[src/rbas_pkg.sv]
// rbas_pkg: shared sizes, limits and word types for the rarest byte anchor select block.
// No dependencies; the module files refer to it by scoped names.
package rbas_pkg;

    localparam int MAX_SIG_LEN = 64;
    localparam int SIG_IDX_W   = (MAX_SIG_LEN > 1) ? $clog2(MAX_SIG_LEN) : 1;
    localparam int SIG_CNT_W   = $clog2(MAX_SIG_LEN + 1);

    localparam int BYTE_W      = 8;
    localparam int HIST_DEPTH  = 256;
    localparam int HIST_CNT_W  = 8;
    localparam logic [HIST_CNT_W-1:0] HIST_CNT_MAX = 8'hFF;

    localparam int OUT_IDX_W   = 6;

    localparam int FIFO_DEPTH  = 4;
    localparam int FIFO_AW     = $clog2(FIFO_DEPTH);
    localparam int FIFO_CNT_W  = $clog2(FIFO_DEPTH + 1);

    typedef struct packed {
        logic [BYTE_W-1:0] byte_value;
        logic              fully_known;
        logic              is_last;
    } t_item;

    // head of the element queue as seen by the back end
    typedef struct packed {
        logic  valid;
        t_item item;
    } t_q_head;

endpackage

[src/rbas_ifs.sv]
// rbas_in_if / rbas_out_if: valid-ready channels for signature elements and anchor results.
// Depends on nothing; widths follow the field definitions of the block.
interface rbas_in_if;
    logic       valid;
    logic       ready;
    logic [7:0] byte_value;
    logic       fully_known;
    logic       is_last;

    modport source (output valid, output byte_value, output fully_known, output is_last,
                    input ready);
    modport sink   (input valid, input byte_value, input fully_known, input is_last,
                    output ready);
endinterface

interface rbas_out_if;
    logic       valid;
    logic       ready;
    logic       found;
    logic [5:0] anchor_index;
    logic [7:0] anchor_count;

    modport source (output valid, output found, output anchor_index, output anchor_count,
                    input ready);
    modport sink   (input valid, input found, input anchor_index, input anchor_count,
                    output ready);
endinterface

[src/rbas_front.sv]
// rbas_front: accepts element words and queues them for the back end.
// Depends on rbas_pkg and rbas_in_if.
module rbas_front (
    input  logic               i_clk,
    input  logic               i_rst_n,
    rbas_in_if.sink            i_in,
    input  logic               i_pop,
    output rbas_pkg::t_q_head  o_head
);

    rbas_pkg::t_item                       r_mem [rbas_pkg::FIFO_DEPTH];
    logic [rbas_pkg::FIFO_AW-1:0]          r_wr_ptr;
    logic [rbas_pkg::FIFO_AW-1:0]          r_rd_ptr;
    logic [rbas_pkg::FIFO_CNT_W-1:0]       r_count;
    logic                                  push;
    logic                                  pop;
    rbas_pkg::t_item                       in_item;

    assign i_in.ready = (r_count != rbas_pkg::FIFO_CNT_W'(rbas_pkg::FIFO_DEPTH));
    assign push       = i_in.valid && i_in.ready;
    assign pop        = i_pop && (r_count != '0);

    always_comb begin
        in_item.byte_value  = i_in.byte_value;
        in_item.fully_known = i_in.fully_known;
        in_item.is_last     = i_in.is_last;
    end

    always_ff @(posedge i_clk) begin
        if (push) begin
            r_mem[r_wr_ptr] <= in_item;
        end
    end

    always_ff @(posedge i_clk) begin
        if (!i_rst_n) begin
            r_wr_ptr <= '0;
            r_rd_ptr <= '0;
            r_count  <= '0;
        end else begin
            if (push) begin
                r_wr_ptr <= r_wr_ptr + 1'b1;
            end
            if (pop) begin
                r_rd_ptr <= r_rd_ptr + 1'b1;
            end
            case ({push, pop})
                2'b10:   r_count <= r_count + 1'b1;
                2'b01:   r_count <= r_count - 1'b1;
                default: r_count <= r_count;
            endcase
        end
    end

    assign o_head.valid = (r_count != '0);
    assign o_head.item  = r_mem[r_rd_ptr];

    a_count_bound: assert property (@(posedge i_clk) disable iff (!i_rst_n)
        r_count <= rbas_pkg::FIFO_CNT_W'(rbas_pkg::FIFO_DEPTH))
        else $error("element queue overfilled");

    a_no_pop_empty: assert property (@(posedge i_clk) disable iff (!i_rst_n)
        (r_count == '0) |-> !pop)
        else $error("pop from empty element queue");

    a_push_grows: assert property (@(posedge i_clk) disable iff (!i_rst_n)
        (push && !pop) |=> (r_count == $past(r_count) + 1'b1))
        else $error("queue count did not advance on push");

endmodule

[src/rbas_back.sv]
// rbas_back: stores the signature, updates the byte histogram and walks for the rarest byte.
// Depends on rbas_pkg and rbas_out_if; takes elements from the rbas_front queue.
module rbas_back (
    input  logic              i_clk,
    input  logic              i_rst_n,
    input  rbas_pkg::t_q_head i_head,
    output logic              o_pop,
    rbas_out_if.source        o_out
);

    typedef enum logic [1:0] {
        S_IDLE,
        S_UPD,
        S_WALK,
        S_RES
    } t_state;

    localparam int IW = rbas_pkg::SIG_IDX_W;
    localparam int CW = rbas_pkg::SIG_CNT_W;
    localparam int HW = rbas_pkg::HIST_CNT_W;
    localparam int BW = rbas_pkg::BYTE_W;

    t_state                  r_state;
    logic [CW-1:0]           r_elem_cnt;
    logic [BW-1:0]           r_upd_addr;
    logic                    r_upd_last;

    // signature store: {known, byte}
    logic [BW:0]             r_sig_mem [rbas_pkg::MAX_SIG_LEN];
    logic [BW:0]             r_sig_rd;
    logic [HW-1:0]           r_hist_mem [rbas_pkg::HIST_DEPTH];
    logic [HW-1:0]           r_hist_rd;
    logic                    r_hist_rd_vld;
    logic [rbas_pkg::HIST_DEPTH-1:0] r_hvalid;

    logic [CW-1:0]           r_walk_i;
    logic                    r_s1_vld;
    logic [IW-1:0]           r_s1_idx;
    logic                    r_s2_vld;
    logic [IW-1:0]           r_s2_idx;
    logic                    r_s2_known;

    logic                    r_found;
    logic [IW-1:0]           r_best_idx;
    logic [HW-1:0]           r_best_cnt;

    logic                    r_out_valid;
    logic                    r_out_found;
    logic [rbas_pkg::OUT_IDX_W-1:0] r_out_idx;
    logic [HW-1:0]           r_out_cnt;

    logic                    pop;
    logic                    stored;
    logic                    sig_we;
    logic                    hist_we;
    logic [HW-1:0]           hist_cur;
    logic [HW-1:0]           hist_inc;
    logic [BW-1:0]           hist_raddr;
    logic                    issue;
    logic                    walk_done;
    logic [HW-1:0]           walk_cnt;
    logic                    better;
    logic                    res_load;
    logic [IW+rbas_pkg::OUT_IDX_W-1:0] best_idx_ext;

    assign pop      = (r_state == S_IDLE) && i_head.valid;
    assign o_pop    = pop;
    assign stored   = (r_elem_cnt < CW'(rbas_pkg::MAX_SIG_LEN));
    assign sig_we   = pop && stored;

    assign hist_cur = r_hist_rd_vld ? r_hist_rd : '0;
    assign hist_inc = (hist_cur == rbas_pkg::HIST_CNT_MAX) ? hist_cur : hist_cur + 1'b1;
    assign hist_we  = (r_state == S_UPD);

    // walk reads the histogram at the stored byte; loading reads it at the incoming byte
    assign hist_raddr = (r_state == S_WALK) ? r_sig_rd[BW-1:0] : i_head.item.byte_value;

    assign issue     = (r_state == S_WALK) && (r_walk_i < r_elem_cnt);
    assign walk_done = (r_state == S_WALK) && !issue && !r_s1_vld && !r_s2_vld;
    assign walk_cnt  = hist_cur;
    assign better    = r_s2_vld && r_s2_known && (!r_found || (walk_cnt < r_best_cnt));
    assign res_load  = (r_state == S_RES) && (!r_out_valid || o_out.ready);

    assign best_idx_ext = {{rbas_pkg::OUT_IDX_W{1'b0}}, r_best_idx};

    always_ff @(posedge i_clk) begin
        if (sig_we) begin
            r_sig_mem[r_elem_cnt[IW-1:0]] <= {i_head.item.fully_known, i_head.item.byte_value};
        end
        r_sig_rd <= r_sig_mem[r_walk_i[IW-1:0]];
    end

    always_ff @(posedge i_clk) begin
        if (hist_we) begin
            r_hist_mem[r_upd_addr] <= hist_inc;
        end
        r_hist_rd <= r_hist_mem[hist_raddr];
    end

    always_ff @(posedge i_clk) begin
        if (!i_rst_n) begin
            r_state       <= S_IDLE;
            r_elem_cnt    <= '0;
            r_upd_addr    <= '0;
            r_upd_last    <= 1'b0;
            r_hvalid      <= '0;
            r_hist_rd_vld <= 1'b0;
            r_walk_i      <= '0;
            r_s1_vld      <= 1'b0;
            r_s1_idx      <= '0;
            r_s2_vld      <= 1'b0;
            r_s2_idx      <= '0;
            r_s2_known    <= 1'b0;
            r_found       <= 1'b0;
            r_best_idx    <= '0;
            r_best_cnt    <= rbas_pkg::HIST_CNT_MAX;
            r_out_valid   <= 1'b0;
            r_out_found   <= 1'b0;
            r_out_idx     <= '0;
            r_out_cnt     <= '0;
        end else begin
            r_hist_rd_vld <= r_hvalid[hist_raddr];

            // walk pipeline: address, stored word, histogram count
            r_s1_vld   <= issue;
            r_s1_idx   <= r_walk_i[IW-1:0];
            r_s2_vld   <= r_s1_vld;
            r_s2_idx   <= r_s1_idx;
            r_s2_known <= r_sig_rd[BW];
            if (issue) begin
                r_walk_i <= r_walk_i + 1'b1;
            end
            if (better) begin
                r_found    <= 1'b1;
                r_best_idx <= r_s2_idx;
                r_best_cnt <= walk_cnt;
            end

            if (o_out.valid && o_out.ready && !res_load) begin
                r_out_valid <= 1'b0;
            end

            unique case (r_state)
                S_IDLE: begin
                    if (pop) begin
                        if (stored) begin
                            r_elem_cnt <= r_elem_cnt + 1'b1;
                        end
                        r_upd_addr <= i_head.item.byte_value;
                        r_upd_last <= i_head.item.is_last;
                        if (stored && i_head.item.fully_known) begin
                            r_state <= S_UPD;
                        end else if (i_head.item.is_last) begin
                            r_state <= S_WALK;
                        end
                    end
                end
                S_UPD: begin
                    r_hvalid[r_upd_addr] <= 1'b1;
                    r_state <= r_upd_last ? S_WALK : S_IDLE;
                end
                S_WALK: begin
                    if (walk_done) begin
                        r_state <= S_RES;
                    end
                end
                S_RES: begin
                    if (res_load) begin
                        r_out_valid <= 1'b1;
                        r_out_found <= r_found;
                        r_out_idx   <= r_found ? best_idx_ext[rbas_pkg::OUT_IDX_W-1:0] : '0;
                        r_out_cnt   <= r_found ? r_best_cnt : '0;
                        // clear histogram and signature for the next one
                        r_hvalid    <= '0;
                        r_elem_cnt  <= '0;
                        r_walk_i    <= '0;
                        r_found     <= 1'b0;
                        r_best_idx  <= '0;
                        r_best_cnt  <= rbas_pkg::HIST_CNT_MAX;
                        r_state     <= S_IDLE;
                    end
                end
                default: r_state <= S_IDLE;
            endcase
        end
    end

    assign o_out.valid        = r_out_valid;
    assign o_out.found        = r_out_found;
    assign o_out.anchor_index = r_out_idx;
    assign o_out.anchor_count = r_out_cnt;

    a_cnt_bound: assert property (@(posedge i_clk) disable iff (!i_rst_n)
        r_elem_cnt <= CW'(rbas_pkg::MAX_SIG_LEN))
        else $error("element count past capacity");

    a_hist_cleared: assert property (@(posedge i_clk) disable iff (!i_rst_n)
        res_load |=> (r_hvalid == '0) && (r_elem_cnt == '0))
        else $error("histogram not cleared after result");

    a_notfound_zero: assert property (@(posedge i_clk) disable iff (!i_rst_n)
        (r_out_valid && !r_out_found) |-> (r_out_idx == '0) && (r_out_cnt == '0))
        else $error("not-found result carries nonzero fields");

    a_upd_after_pop: assert property (@(posedge i_clk) disable iff (!i_rst_n)
        (r_state == S_UPD) |-> $past(pop))
        else $error("histogram update without an element");

    a_walk_idle_pop: assert property (@(posedge i_clk) disable iff (!i_rst_n)
        (r_state == S_WALK || r_state == S_RES) |-> !o_pop)
        else $error("element taken during selection");

endmodule

[src/rarest_byte_anchor_select_top.sv]
// Channel   Dir  Payload                                   Handshake
// i_in      in   byte_value[7:0], fully_known, is_last     valid/ready
// o_out     out  found, anchor_index[5:0], anchor_count[7:0] valid/ready
//
// A stored fully known element reads the histogram when it is taken and writes the incremented
// count in the update state; a wildcard or an element past capacity is only taken. The last
// element adds a walk over the N stored elements, then a load of the result register.
// Reset is synchronous, active low, and clears the histogram at once through per-bin valid bits.
// A 4-word queue takes input during the walk; a waiting result stalls only the final load.
module rarest_byte_anchor_select_top (
    input  logic        i_clk,
    input  logic        i_rst_n,
    rbas_in_if.sink     i_in,
    rbas_out_if.source  o_out
);

    rbas_pkg::t_q_head  head;
    logic               pop;

    rbas_front u_front (
        .i_clk   (i_clk),
        .i_rst_n (i_rst_n),
        .i_in    (i_in),
        .i_pop   (pop),
        .o_head  (head)
    );

    rbas_back u_back (
        .i_clk   (i_clk),
        .i_rst_n (i_rst_n),
        .i_head  (head),
        .o_pop   (pop),
        .o_out   (o_out)
    );

endmodule
[src/flat_wrapper.sv]
// flat-port wrapper written by rule: the top's interface ports become plain ports
module rarest_byte_anchor_select_top_flat 
  (i_clk, i_rst_n, i_in_valid, i_in_byte_value, i_in_fully_known, i_in_is_last, i_in_ready, o_out_valid, o_out_found, o_out_anchor_index, o_out_anchor_count, o_out_ready);
  rbas_in_if i_in_i ();
  rbas_out_if o_out_i ();
  input  logic i_clk;
  input  logic i_rst_n;
  input wire logic [$bits(i_in_i.valid)-1:0] i_in_valid;
  input wire logic [$bits(i_in_i.byte_value)-1:0] i_in_byte_value;
  input wire logic [$bits(i_in_i.fully_known)-1:0] i_in_fully_known;
  input wire logic [$bits(i_in_i.is_last)-1:0] i_in_is_last;
  output wire logic [$bits(i_in_i.ready)-1:0] i_in_ready;
  output wire logic [$bits(o_out_i.valid)-1:0] o_out_valid;
  output wire logic [$bits(o_out_i.found)-1:0] o_out_found;
  output wire logic [$bits(o_out_i.anchor_index)-1:0] o_out_anchor_index;
  output wire logic [$bits(o_out_i.anchor_count)-1:0] o_out_anchor_count;
  input wire logic [$bits(o_out_i.ready)-1:0] o_out_ready;
  assign i_in_i.valid = i_in_valid;
  assign i_in_i.byte_value = i_in_byte_value;
  assign i_in_i.fully_known = i_in_fully_known;
  assign i_in_i.is_last = i_in_is_last;
  assign i_in_ready = i_in_i.ready;
  assign o_out_valid = o_out_i.valid;
  assign o_out_found = o_out_i.found;
  assign o_out_anchor_index = o_out_i.anchor_index;
  assign o_out_anchor_count = o_out_i.anchor_count;
  assign o_out_i.ready = o_out_ready;
  rarest_byte_anchor_select_top u_core (.i_clk(i_clk), .i_rst_n(i_rst_n), .i_in(i_in_i), .o_out(o_out_i));
endmodule
[config.mk]
export PLATFORM = sky130hd
export DESIGN_NAME = rarest_byte_anchor_select_top_flat
export DESIGN_NICKNAME = d
export VERILOG_FILES = /design/src/rbas_pkg.sv /design/src/rbas_ifs.sv /design/src/rbas_front.sv /design/src/rbas_back.sv /design/src/rarest_byte_anchor_select_top.sv /design/src/flat_wrapper.sv
export SDC_FILE = /design/constraint.sdc
export NUM_CORES = 2
export LEC_CHECK = 0
export BUFFER_PORTS_ARGS = -buffer_cell sky130_fd_sc_hd__buf_2
export CORE_MARGIN = 4
export CORE_UTILIZATION = 40
export DETAILED_ROUTE_END_ITERATION = 16
export HOLD_SLACK_MARGIN = 0.12
export PLACE_DENSITY_LB_ADDON = 0.3
export SYNTH_ARGS = -nofsm -noshare
export SYNTH_HDL_FRONTEND = slang
export SYNTH_SLANG_ARGS = --single-unit
[constraint.sdc]
create_clock -name i_clk -period 15.4 [get_ports i_clk]
set_input_delay 1.54 -clock i_clk [delete_from_list [all_inputs] [get_ports i_clk]]
set_output_delay 1.54 -clock i_clk [all_outputs]
set_load 0.01 [all_outputs]
==> impl_metrics.py <==
metrics = {
    "status": {
        "status": "completed",
    },
    "drt": {
        "drt_iter0_markers": 9858,
        "vias": 71760,
        "ant_nets": 0,
        "first_pass_iters": 6,
        "drc": 0,
        "routed_wl_um": 343300,
        "vias_per_cell": 5.837,
        "routedWlPerCell_um": 27.92,
    },
    "logic_synthesis": {
        "ys_seq_elements": 3018,
        "synth_area_per_cell_um2": 14.65,
        "synth_edf_count": 2664,
        "synth_area_um2": 118700,
        "ys.warnings.count": 0,
        "synthCells": 8102,
        "yosysSeqAreaShare_pct": 73.37,
        "synth_fp_nets": 8137,
        "async_flop_share_pct": 0,
        "ys_types": 83,
        "synth_ff_type": "edfxtp_1",
    },
    "final_layout": {
        "area_growth_pct": 12.34,
        "final_layout_size_suffix_gt1_share_pct": 11.96,
        "final_common_cell": "edfxtp_1",
        "nets": 8134,
        "stdcell_count": 12290,
        "final_cell_mix": "edfxtp_1 (2664), nand2_1 (1435), nor2_1 (880)",
    },
    "clock_network": {
        "cts_setup_buffers": 0,
        "cts_buffer_depth": 4,
        "postCtsHoldBufs": 0,
        "cts_resized": 0,
        "cts_root_buf": "clkbuf_16",
        "clk_pin_slew_worst_paths_ps": 60,
        "cts_buffers": 316,
        "clock_sinks": 3018,
        "cts_tree": "done",
        "worstSkewPairLatency_ps": 880,
        "htree_levels": 5,
    },
    "setup_path": {
        "worstPathRequired_ps": 16120,
        "end_kind": "flop",
        "worstSetupPathType": "flop to flop",
        "worstPathArrival_ps": 7510,
        "r2r_slack_ps": 8610,
        "start_kind": "flop",
        "cp_max_fo": 87,
    },
    "floorplanning": {
        "core_um2": 294600,
        "num_rows": 199,
        "die_w_um": 552.7,
        "ios": 31,
        "start_util_pct": 40.30,
        "die_y_um": 552.7,
        "die_area_um2": 305500,
    },
    "sta": {
        "skew_ps": 69.79,
        "fin_crit_sh_pct": 44.12,
        "hold_ws_ps": 425.1,
        "slew-limit-headroom_pct": 4.139,
        "max_freq_mhz": 147.2,
        "final-hold-violation-count": 0,
        "fin_crit_ps": 6794,
        "fin_tns_setup_ps": 0,
        "slew_violations": 0,
        "fin_ws_ps": 8606,
        "worst_slew_pin_slew_ps": 1438,
        "finalSetupViolCount": 0,
        "rsz0062_at_grt": "false",
    },
    "grt": {
        "grt_first_pass_wirelength_um": 491700,
        "antenna_found_initial": 33,
        "grt_overflow": 0,
        "grt_max_degree": 213,
        "grt_usage_pct": 21.75,
        "grt_pass1_vias": 68360,
    },
    "pwr": {
        "total_leakage_power_nw": 44.17,
        "power.total_mw": 28.11,
        "p_per_area_nw_per_um2": 210.8,
        "vdd_drop_max_uv": 258.3,
    },
    "place": {
        "numPortBuffers": 30,
        "dp.final_hpwl_um": 198000,
        "place_congestion": 0.8477,
        "placed_cells": 11700,
        "place_ws_ps": 8630,
    },
    "min_path": {
        "hold_class": "flop to flop",
    },
    "flow_run": {
        "cap_violations": 0,
    },
}
routing by layer:
metal  vias to the layer above  global-route usage (%)  routed length, µm
met3                       632                   4.812              35000
li1                      30570                       -                  -
met2                      3817                   33.53             157700
met1                     36740                   30.82             139000
met5                         -                       0                 22
met4                         4                   6.906              11570
flip-flops by register name, indices dropped and copies added, names as in the netlist, 3 cells and up, named ones only:
name,flops
u_core.u_back.r_elem_cnt,7
u_core.u_back.o_out.anchor_count,8
u_core.u_back.r_s2_idx,6
u_core.u_back.r_s1_idx,6
u_core.u_back.r_best_idx,6
u_core.u_back.r_best_cnt,8
u_core.u_front.r_mem,40
u_core.u_back.r_sig_rd,9
u_core.u_front.r_count,3
u_core.u_back.r_walk_i,7
u_core.u_back.r_sig_mem,576
u_core.u_back.r_hist_rd,8
u_core.u_back.r_upd_addr,8
u_core.u_back.r_hist_mem,2048
u_core.u_back.r_hvalid,256
u_core.u_back.o_out.anchor_index,6
synthesized netlist by cell type, types with 7 or more instances:
cell type / instances / area (µm²)
nand2_1: 1451 / 5446
nor4_1: 42 / 262.8
xnor2_1: 13 / 113.9
o22ai_1: 8 / 50.05
buf_1: 52 / 195.2
nor2b_1: 8 / 50.05
a21oi_1: 184 / 920.9
and3_1: 35 / 219.0
a311oi_1: 7 / 61.31
ha_1: 20 / 250.2
buf_2: 142 / 710.7
clkbuf_1: 210 / 788.3
a221o_1: 20 / 200.2
a31oi_1: 52 / 325.3
a32oi_1: 105 / 919.6
o211ai_1: 19 / 142.6
a221oi_2: 8 / 120.1
a21o_1: 9 / 67.56
a22oi_1: 26 / 195.2
a221oi_1: 136 / 1191
o21ai_0: 83 / 415.4
nand4_1: 20 / 125.1
nand3_1: 564 / 2823
a21boi_0: 20 / 150.1
dfxtp_1: 354 / 7087
nor2_1: 882 / 3311
buf_6: 23 / 259.0
edfxtp_1: 2664 / 80000
a22o_1: 17 / 148.9
inv_1: 27 / 101.4
nor3_1: 23 / 115.1
mux2i_1: 386 / 3864
a211oi_1: 13 / 97.59
buf_4: 66 / 495.5
mux4_2: 284 / 6396
and2_1: 27 / 168.9
kinds of logic after synthesis:
logic type               synth area share [%]
multiplexers                            8.677
adder cells (fa/ha/maj)                0.2277
buffers and inverters                   2.148
AND/OR/NAND/NOR                         10.75
XOR/XNOR                               0.1402
AO/OA/AOI/OAI                           4.690
flip-flops                              73.37
path summary, 6_finish.rpt:
kind | end | cells past startpoint | from
setup / recovery | u_core.u_back.r_hist_rd[5] | 13 | flop
hold / removal | u_core.u_back.r_s2_known | 1 | u_core.u_back.r_sig_rd[8]
setup reg to reg | u_core.u_back.r_hist_rd[5] | 13 | flop
hold reg to reg | u_core.u_back.r_s2_known | 1 | u_core.u_back.r_sig_rd[8]
metrics by stage:
stage / utilization [%] / area, µm²
final: 45.27 / 133300
after CTS: 45.25 / 133300
after detailed placement: 41.76 / 123000
after global placement: 41.76 / 123000
after floorplan: - / 118700
after global routing: 45.26 / 133300
report_power, final:
part / internal [mW] / switching (mW) / total [mW]
sequential: 9.57 / 0.155 / 9.72
combinational: 2.91 / 7.84 / 10.8
clock: 4.45 / 3.18 / 7.63
total: 16.9 / 11.2 / 28.1
critical path, cell delays in order, from the launching register on:
cell and delay [ps]:
dfxtp_1 730, mux2i_1 270, or3_4 560, nand2_8 660, buf_4 650, buf_4 650, buf_4 790, mux2i_1 300
a221oi_1 130, a31o_2 270, a31oi_1 310, a2111oi_0 110, nor4_1 890, o21ai_1 180
final cells by class:
| type | count | area (µm²) |
|---|---|---|
| clock buffers | 414 | 8632 |
| multi-input cells | 4564 | 29440 |
| fillers | 25470 | 161200 |
| inverters | 27 | 101.3 |
| diodes | 20 | 50.05 |
| flip-flops and latches | 3018 | 87090 |
| repair buffers | 172 | 1466 |
| well taps | 3919 | 4903 |
| clock inverters | 160 | 1655 |
Power figures use the tool's default switching activity.
